$ cat src/rtl/assert_macros.svh
// assertion helpers shared by the rtl
`ifndef ASSERT_MACROS_SVH
`define ASSERT_MACROS_SVH

// same-cycle implication, off while in reset
`define CHK_SAME(lbl, clk, rst_n, pre, post) \
  lbl: assert property (@(posedge clk) disable iff (!rst_n) (pre) |-> (post)) \
    else $error("same-cycle check failed");

// next-cycle implication, off while in reset
`define CHK_NEXT(lbl, clk, rst_n, pre, post) \
  lbl: assert property (@(posedge clk) disable iff (!rst_n) (pre) |=> (post)) \
    else $error("next-cycle check failed");

`endif

$ cat src/rtl/hds_pkg.sv
`timescale 1ns / 1ps
package hds_pkg;

  localparam int TEMP_W         = 16;
  localparam int TEMP_FRAC_BITS = 15;
  localparam int ENTRY_W        = TEMP_W + 2;
  localparam int ACC_W          = 36;
  localparam int CW             = 20;
  localparam int CNT_W          = $clog2(ACC_W);
  localparam int CFG_IDX_W      = 2;
  localparam int CFG_DATA_W     = 15;

  localparam logic [CFG_IDX_W-1:0] REG_GRID_WIDTH  = 2'd0;
  localparam logic [CFG_IDX_W-1:0] REG_GRID_HEIGHT = 2'd1;
  localparam logic [CFG_IDX_W-1:0] REG_OUTER_COEFF = 2'd2;

  typedef enum logic [2:0] {
    TAP_C  = 3'd0,
    TAP_UP = 3'd1,
    TAP_DN = 3'd2,
    TAP_LF = 3'd3,
    TAP_RT = 3'd4
  } tap_t;

  typedef enum logic [2:0] {
    S_IDLE,
    S_RD,
    S_DRAIN,
    S_PREP,
    S_DIV,
    S_OUT
  } state_t;

  typedef struct packed {
    logic accept;
    logic rd_issue;
    tap_t rd_tap;
    logic div_load;
    logic div_step;
    logic out_load;
  } hds_cmd_t;

  typedef struct packed {
    logic in_free;
    logic need_out;
    logic out_busy;
  } hds_sts_t;

endpackage

$ cat src/rtl/hds_ctrl.sv
`timescale 1ns / 1ps
`include "assert_macros.svh"
module hds_ctrl (
  input  logic              clk,
  input  logic              rst_n,
  input  logic              in_valid,
  output logic              in_ready,
  input  hds_pkg::hds_sts_t sts,
  output hds_pkg::hds_cmd_t cmd
);
  import hds_pkg::*;

  state_t           st_r, st_nxt;
  logic [CNT_W-1:0] cnt_r, cnt_nxt;

  always_ff @(posedge clk) begin
    if (!rst_n) begin
      st_r  <= S_IDLE;
      cnt_r <= '0;
    end else begin
      st_r  <= st_nxt;
      cnt_r <= cnt_nxt;
    end
  end

  // next state
  always_comb begin
    st_nxt  = st_r;
    cnt_nxt = cnt_r;
    unique case (st_r)
      S_IDLE: begin
        if (in_valid && sts.in_free && sts.need_out) begin
          st_nxt  = S_RD;
          cnt_nxt = '0;
        end
      end
      S_RD: begin
        if (cnt_r == CNT_W'(TAP_RT)) begin
          st_nxt = S_DRAIN;
        end else begin
          cnt_nxt = cnt_r + CNT_W'(1);
        end
      end
      S_DRAIN: st_nxt = S_PREP;
      S_PREP: begin
        st_nxt  = S_DIV;
        cnt_nxt = '0;
      end
      S_DIV: begin
        if (cnt_r == CNT_W'(ACC_W - 1)) begin
          st_nxt = S_OUT;
        end else begin
          cnt_nxt = cnt_r + CNT_W'(1);
        end
      end
      S_OUT: begin
        if (!sts.out_busy) begin
          st_nxt = S_IDLE;
        end
      end
      default: st_nxt = S_IDLE;
    endcase
  end

  // outputs
  always_comb begin
    in_ready     = (st_r == S_IDLE) && sts.in_free;
    cmd          = '0;
    cmd.rd_tap   = TAP_C;
    cmd.accept   = in_ready && in_valid;
    unique case (st_r)
      S_RD: begin
        cmd.rd_issue = 1'b1;
        cmd.rd_tap   = tap_t'(cnt_r[2:0]);
      end
      S_PREP:  cmd.div_load = 1'b1;
      S_DIV:   cmd.div_step = 1'b1;
      S_OUT:   cmd.out_load = !sts.out_busy;
      default: ;
    endcase
  end

  `CHK_NEXT(a_div_to_out, clk, rst_n, (st_r == S_DIV) && (cnt_r == CNT_W'(ACC_W - 1)), st_r == S_OUT)
  `CHK_NEXT(a_rd_to_drain, clk, rst_n, cmd.rd_issue && (cmd.rd_tap == TAP_RT), st_r == S_DRAIN)
  `CHK_SAME(a_ready_idle, clk, rst_n, in_ready, st_r == S_IDLE)

endmodule

$ cat config.mk
export PLATFORM = sky130hd
export DESIGN_NAME = hds_ctrl
export DESIGN_NICKNAME = d
export VERILOG_FILES = /design/src/rtl/hds_pkg.sv /design/src/rtl/hds_ctrl.sv
export VERILOG_INCLUDE_DIRS = /design/src /design/src/rtl
export SDC_FILE = /design/constraint.sdc
export NUM_CORES = 1
export LEC_CHECK = 0
export BUFFER_PORTS_ARGS = -buffer_cell sky130_fd_sc_hd__buf_4
export CORE_AREA = 3 3 40 42
export DETAILED_ROUTE_END_ITERATION = 7
export DIE_AREA = 0 0 43 45
export GPL_ROUTABILITY_DRIVEN = 0
export PLACE_DENSITY = 0.81
export SYNTH_ARGS = -nofsm -noshare
export SYNTH_HDL_FRONTEND = slang
export SYNTH_SLANG_ARGS = --single-unit
$ cat constraint.sdc
create_clock -name clk -period 2.6 [get_ports clk]
set_input_delay 0.39 -clock clk [delete_from_list [all_inputs] [get_ports clk]]
set_output_delay 0.39 -clock clk [all_outputs]
set_load 0.01 [all_outputs]
==> results.toml, run 1 <==
[yosys]
synth_area_leaders = "dfxtp_1, o211ai_1, nor3_1, ha_1, nand3_1"
yosysWarnings = 0
ys_types = 34
yosysTopAreaCellShare = 0.2581
syn_avg_cell_area_sq_um = 8.312
synth-edff-count = 0
yosysMostFrequentCell = "dfxtp_1"
ys_seq_area_frac = 0.2581
syn_nets = 92
synth-seq-cells = 9
async_flop_share = 0
syn-instance-count = 84
syn_area_sq_um = 698.2
yosys.area.top_type = "dfxtp_1"
ys_dominant_reg_cell = "dfxtp_1"
synthTopCellsByCount = "dfxtp_1, inv_1, nor3_1, o211ai_1, nand3_1"

[grt]
grt_max_degree = 17
grt_usage = 0.1843
grt_pass1_vias = 626
grt_pass1_wl_mm = 2.739
grt_antenna_before_repair = 0
gr-total-overflow = 0

[cts]
h-tree-depth = 1
ctsHoldBuffers = 0
cts-root-buf = "clkbuf_4"
post_cts.repair.setup_buffers = 0
cts_resized = 0
clockBufferDepth = 2
clkTransAtPathRegs_ns = 0.07
clock_latency_ns = 0.27
cts_tree = "built"
clock-sinks = 9
cts-buffers-inserted = 3

[timing]
worst_slew_pin_slew_ns = 0.4904
slew_violations = 0
slew_headroom = 0.6687
fin_setup_tns_ns = 0
fmax_mhz = 558.3
hold_ws_ns = 0.3964
min_period_ns = 1.791
finClkSkew_ns = 0.01448
setup_violations = 0
finalHoldViolations = 0
rsz0062_at_grt = "false"
fin_crit_sh = 0.6889

[drt]
viasPerCell = 6.250
drtIter0Drc = 25
drt.antenna.violating_nets = 0
drt-total-wl_mm = 1.640
vias = 700
dr.pass1.iters = 7
wl_per_cell_um = 14.64
drcViolationCount = 0

[worst_setup_path]
crit_type = "reg -> out"
critPathLaunchType = "flip-flop"
cp.arrival_ns = 1.40
r2r-end = "cnt_r[3]"
rrSetupSlack_ns = 0.90
r2r_start = "st_r[0]"
path_cells = "nor3b_1, buf_4"
slowest_delay_ns = 0.57
slowest_stage = "dfxtp_1"
critPathCaptureType = "primary output"
critPathRequiredTime_ns = 2.21
worstPathMaxFanout = 13
r2r_cells = 4

[floorplanning]
die_area_sq_um = 1935
ioPinCount = 15
rows = 13
die_w_um = 43
fp.dieH_um = 45
initial_core_util = 0.5433
coreArea_sq_um = 1285

[pwr]
ir_worst_vdd_mv = 0.3461
power_density_nw_per_um2 = 405.7
leakagePower_nw = 0.2923
netSwitchingPower_w = 0.00009593
pwr-share-clk = 0.337
intPower_w = 0.0002340
pwr-share-seq = 0.464
p_sw_frac = 0.2908
p_comb_frac = 0.199

[cells_and_area]
areaGrowthSynthToFinish_pct = 16.49
nNetsFinal = 106
antennaDiodeCount = 0
drive_above_1_share = 0.2165
nFillCells = 118
post-route-util = 0.6329

[placement]
port-buffer-count = 14
hpwl_mm = 1.255

[hold_path]
worstHoldPathCells = 2
holdPathEnd = "st_r[0]"
hp-class = "in -> reg"
worstHoldStart = "rst_n"

[job]
cap_violations = 0

[run_status]
status = "completed"
==> cell type report <==
type                    count  area, sq um  area share
clock buffers               4        26.28     0.03231
inverters                   6        22.52     0.02769
multi-input cells          64        460.4      0.5662
flip-flops and latches      9        180.2      0.2215
well taps                  15        18.77     0.02308
repair buffers             14        105.1      0.1292
==> worst max-delay path by stage <==
stage	slack [ns]	cells after the start	endpoint	from
final	0.81	2	cmd[1]	st_r[2]
after global routing	0.70	3	cmd[7]	st_r[1]
after CTS	0.83	2	cmd[1]	st_r[2]
after detailed placement	0.96	4	cnt_r[3]	st_r[0]
after global placement	0.98	5	st_r[0]	cnt_r[1]
after floorplan	1.12	3	cmd[7]	st_r[0]
==> sequential cells by signal, summed over array words and instances, names as in the netlist <==
register,cells
cnt_r,6
st_r,3
==> power groups by stage <==
stage	clock (W)	combinational, W	sequential, W
after global placement	0	0.0000632	0.000156
after CTS	0.000111	0.0000652	0.000153
after global routing	0.000121	0.0000714	0.000154
after floorplan	0	0.0000476	0.000150
after detailed placement	0	0.0000647	0.000156
final	0.000111	0.0000655	0.000153
==> worst max-delay path, delay by kind of cell (launching register included) <==
kind                   cells  cell delay [ns]
DFF                        1             0.57
and+or+nand+nor            1             0.37
buffers and inverters      1             0.19
==> cell usage in the layout, fill, tap and decap left out <==
| cell | instances |
|---|---|
| nand2b_1 | 3 |
| nor3_1 | 6 |
| ha_1 | 2 |
| buf_4 | 14 |
| nor4b_2 | 1 |
| nor2b_1 | 4 |
| o21ai_1 | 1 |
| dfxtp_1 | 9 |
| nand3b_1 | 2 |
| o31ai_2 | 1 |
| clkbuf_1 | 1 |
| o21ai_0 | 3 |
| a311oi_1 | 1 |
| nand3_1 | 5 |
| a211oi_1 | 1 |
| xnor2_1 | 1 |
| o211ai_1 | 6 |
| or4_1 | 1 |
| a22oi_1 | 1 |
| mux2i_1 | 2 |
| clkbuf_4 | 3 |
| nand2_1 | 3 |
| nor3b_1 | 3 |
| and3b_1 | 2 |
| inv_1 | 6 |
| a41oi_1 | 2 |
| nor4_1 | 3 |
| nor4b_1 | 1 |
| o211ai_2 | 1 |
| o21a_1 | 2 |
| nor2_1 | 4 |
| and2_1 | 1 |
| nand4b_4 | 1 |
==> metal layers <==
metal,track usage,vias up,wire length [um]
met1,0.2276,316,756
met4,0.09036,0,34
met5,0,-,0
li1,-,347,-
met3,0.02390,7,91
met2,0.3174,30,758
==> cell families after synthesis <==
logic type,synth area share
compound gates,0.2097
simple gates,0.3727
xor+xnor,0.01255
buf+inv,0.08242
flops,0.2581
mux,0.02867
fa+ha+maj,0.03584
==> metrics by stage <==
stage	power [W]	instances	worst slack [ns]	instance area, sq um
final	0.0003299	112	0.8088	813.3
after floorplan	0.0001978	84	1.119	698.2
after global routing	0.0003466	112	0.7009	813.3
after global placement	0.0002188	108	0.9771	787.0
after CTS	0.0003288	112	0.8332	813.3
after detailed placement	0.0002207	108	0.9640	787.0
Note: power is estimated with default switching activity, not from simulation.
==> run 2: changes to the inputs <==
CORE_AREA = default   (was 3 3 40 42)
CORE_MARGIN = 3   (was default)
CORE_UTILIZATION = 51   (was default)
DIE_AREA = default   (was 0 0 43 45)
PLACE_DENSITY = 0.79   (was 0.81)
clock period = 1.72 ns   (was 2.6 ns; I/O delays follow)
==> results.toml, run 2 (synthesis gave the netlist of run 1 again) <==
[drt]
wl_per_cell_um = 15.59
drt-total-wl_mm = 1.824
dr.pass1.iters = 4
drt.antenna.violating_nets = 0
drcViolationCount = 0
viasPerCell = 6.436
drtIter0Drc = 47
vias = 753

[timing]
finalHoldViolations = 0
fmax_mhz = 606.6
fin_crit_sh = 0.9584
worst_slew_pin_slew_ns = 0.5510
hold_ws_ns = 0.2561
fin_ws_ns = 0.07156
slew_violations = 0
slew_headroom = 0.6322
setup_violations = 0
finClkSkew_ns = 0.001093
rsz0062_at_grt = "true"
min_period_ns = 1.648

[placement]
pre_cts_ws_ns = 0.1219
port-buffer-count = 14
place_area_sq_um = 830.8
hpwl_mm = 1.358
dp.cells = 113

[cts]
cts-root-buf = "clkbuf_4"
clkTransAtPathRegs_ns = 0.06
cts-buffers-inserted = 3
cts_tree = "built"
clockBufferDepth = 2
clock_latency_ns = 0.27
h-tree-depth = 1
clock-sinks = 9
ctsHoldBuffers = 0

[cells_and_area]
top_register = "cnt_r"
postLayoutCellArea_sq_um = 869.6
final_common_cell = "buf_4"
finalNonFillerCells = 117
nNetsFinal = 112
reg_top3 = "cnt_r x6, st_r x3"
drive_above_1_share = 0.2816
largest_reg_flops = 6
final_cell_mix = "buf_4, dfxtp_1, inv_1, nor3_1, o211ai_1"
antennaDiodeCount = 0
areaGrowthSynthToFinish_pct = 24.55

[grt]
grt_pass1_wl_mm = 2.987
grt_antenna_before_repair = 0
gr-total-overflow = 0
grt_max_degree = 17
grt_pass1_vias = 681
grt_usage = 0.2196

[worst_setup_path]
cp_top_family = "compound AO/OA/AOI/OAI gates"
path_cells = "ha_2, nand3b_1, o31ai_2, nand4b_4, o211ai_1"
slowest_stage = "o31ai_2"
critPathRequiredTime_ns = 1.91
slowest_delay_ns = 0.40
critPathLaunchType = "flip-flop"
critPathCaptureType = "flip-flop"
crit_type = "reg -> reg"
crit_buf_inv = 0
cp.arrival_ns = 1.84
worstPathMaxFanout = 5
rrSetupSlack_ns = 0.07

[floorplanning]
coreArea_sq_um = 1186
die_area_sq_um = 1849
ioPinCount = 15
die_w_um = 43
initial_core_util = 0.5886
rows = 12
fp.dieH_um = 43

[job]
cap_violations = 0

[pwr]
pwr-share-seq = 0.448
power_density_nw_per_um2 = 594.1
ir_worst_vdd_mv = 0.3943
p_sw_frac = 0.2964
pwr-share-clk = 0.332
intPower_w = 0.0003635
p_comb_frac = 0.221
leakagePower_nw = 0.3274
netSwitchingPower_w = 0.0001531

[hold_path]
hp-class = "in -> reg"

[run_status]
status = "completed"
run 2: metrics by stage:
step | power, W | setup TNS, ns | util
2_1_floorplan | 0.0002990 | 0 | -
3_3_place_gp | 0.0003393 | 0 | 0.7004
3_5_place_dp | 0.0003436 | 0 | 0.7004
4_1_cts | 0.0005172 | 0 | 0.7226
5_1_grt | 0.0005440 | -0.01634 | 0.7331
6_report | 0.0005166 | 0 | 0.7331
run 2: path summary, 6_finish.rpt:
check / start / end / depth (start not counted)
setup / recovery: cnt_r[1] / cnt_r[5] / 5
hold / removal: rst_n / st_r[0] / 2
setup reg to reg: cnt_r[1] / cnt_r[5] / 5
hold reg to reg: cnt_r[1] / cnt_r[1] / 2
run 2: per-layer routing:
| metal | routed length (um) | global-route usage | vias to the layer above | part of all wire |
|---|---|---|---|---|
| met3 | 181 | 0.07203 | 11 | 0.099 |
| met2 | 848 | 0.3413 | 41 | 0.46 |
| met5 | 0 | 0 | - | 0 |
| met4 | 58 | 0.1084 | 0 | 0.032 |
| met1 | 735 | 0.2684 | 346 | 0.40 |
| li1 | - | - | 355 | - |
run 2: power groups by stage:
stage | clock network (W) | logic [W] | registers [W]
6_report | 0.000171 | 0.000114 | 0.000231
3_3_place_gp | 0 | 0.000106 | 0.000233
5_1_grt | 0.000190 | 0.000121 | 0.000233
3_5_place_dp | 0 | 0.000109 | 0.000234
2_1_floorplan | 0 | 0.0000719 | 0.000227
4_1_cts | 0.000178 | 0.000110 | 0.000230
run 2: cell type report:
type	instances	area, sq um
multi-input combinational	64	471.7
sequential	9	181.4
clock buffer	4	26.28
tap	14	17.52
timing repair buffer	20	150.1
fill	95	316.6
inverter	6	22.52
run 2: repair_timing:
action / CTS / global route
endpoints found under the setup margin: 0 / 9
gates resized for setup: 0 / 3
setup buffers: 0 / 0
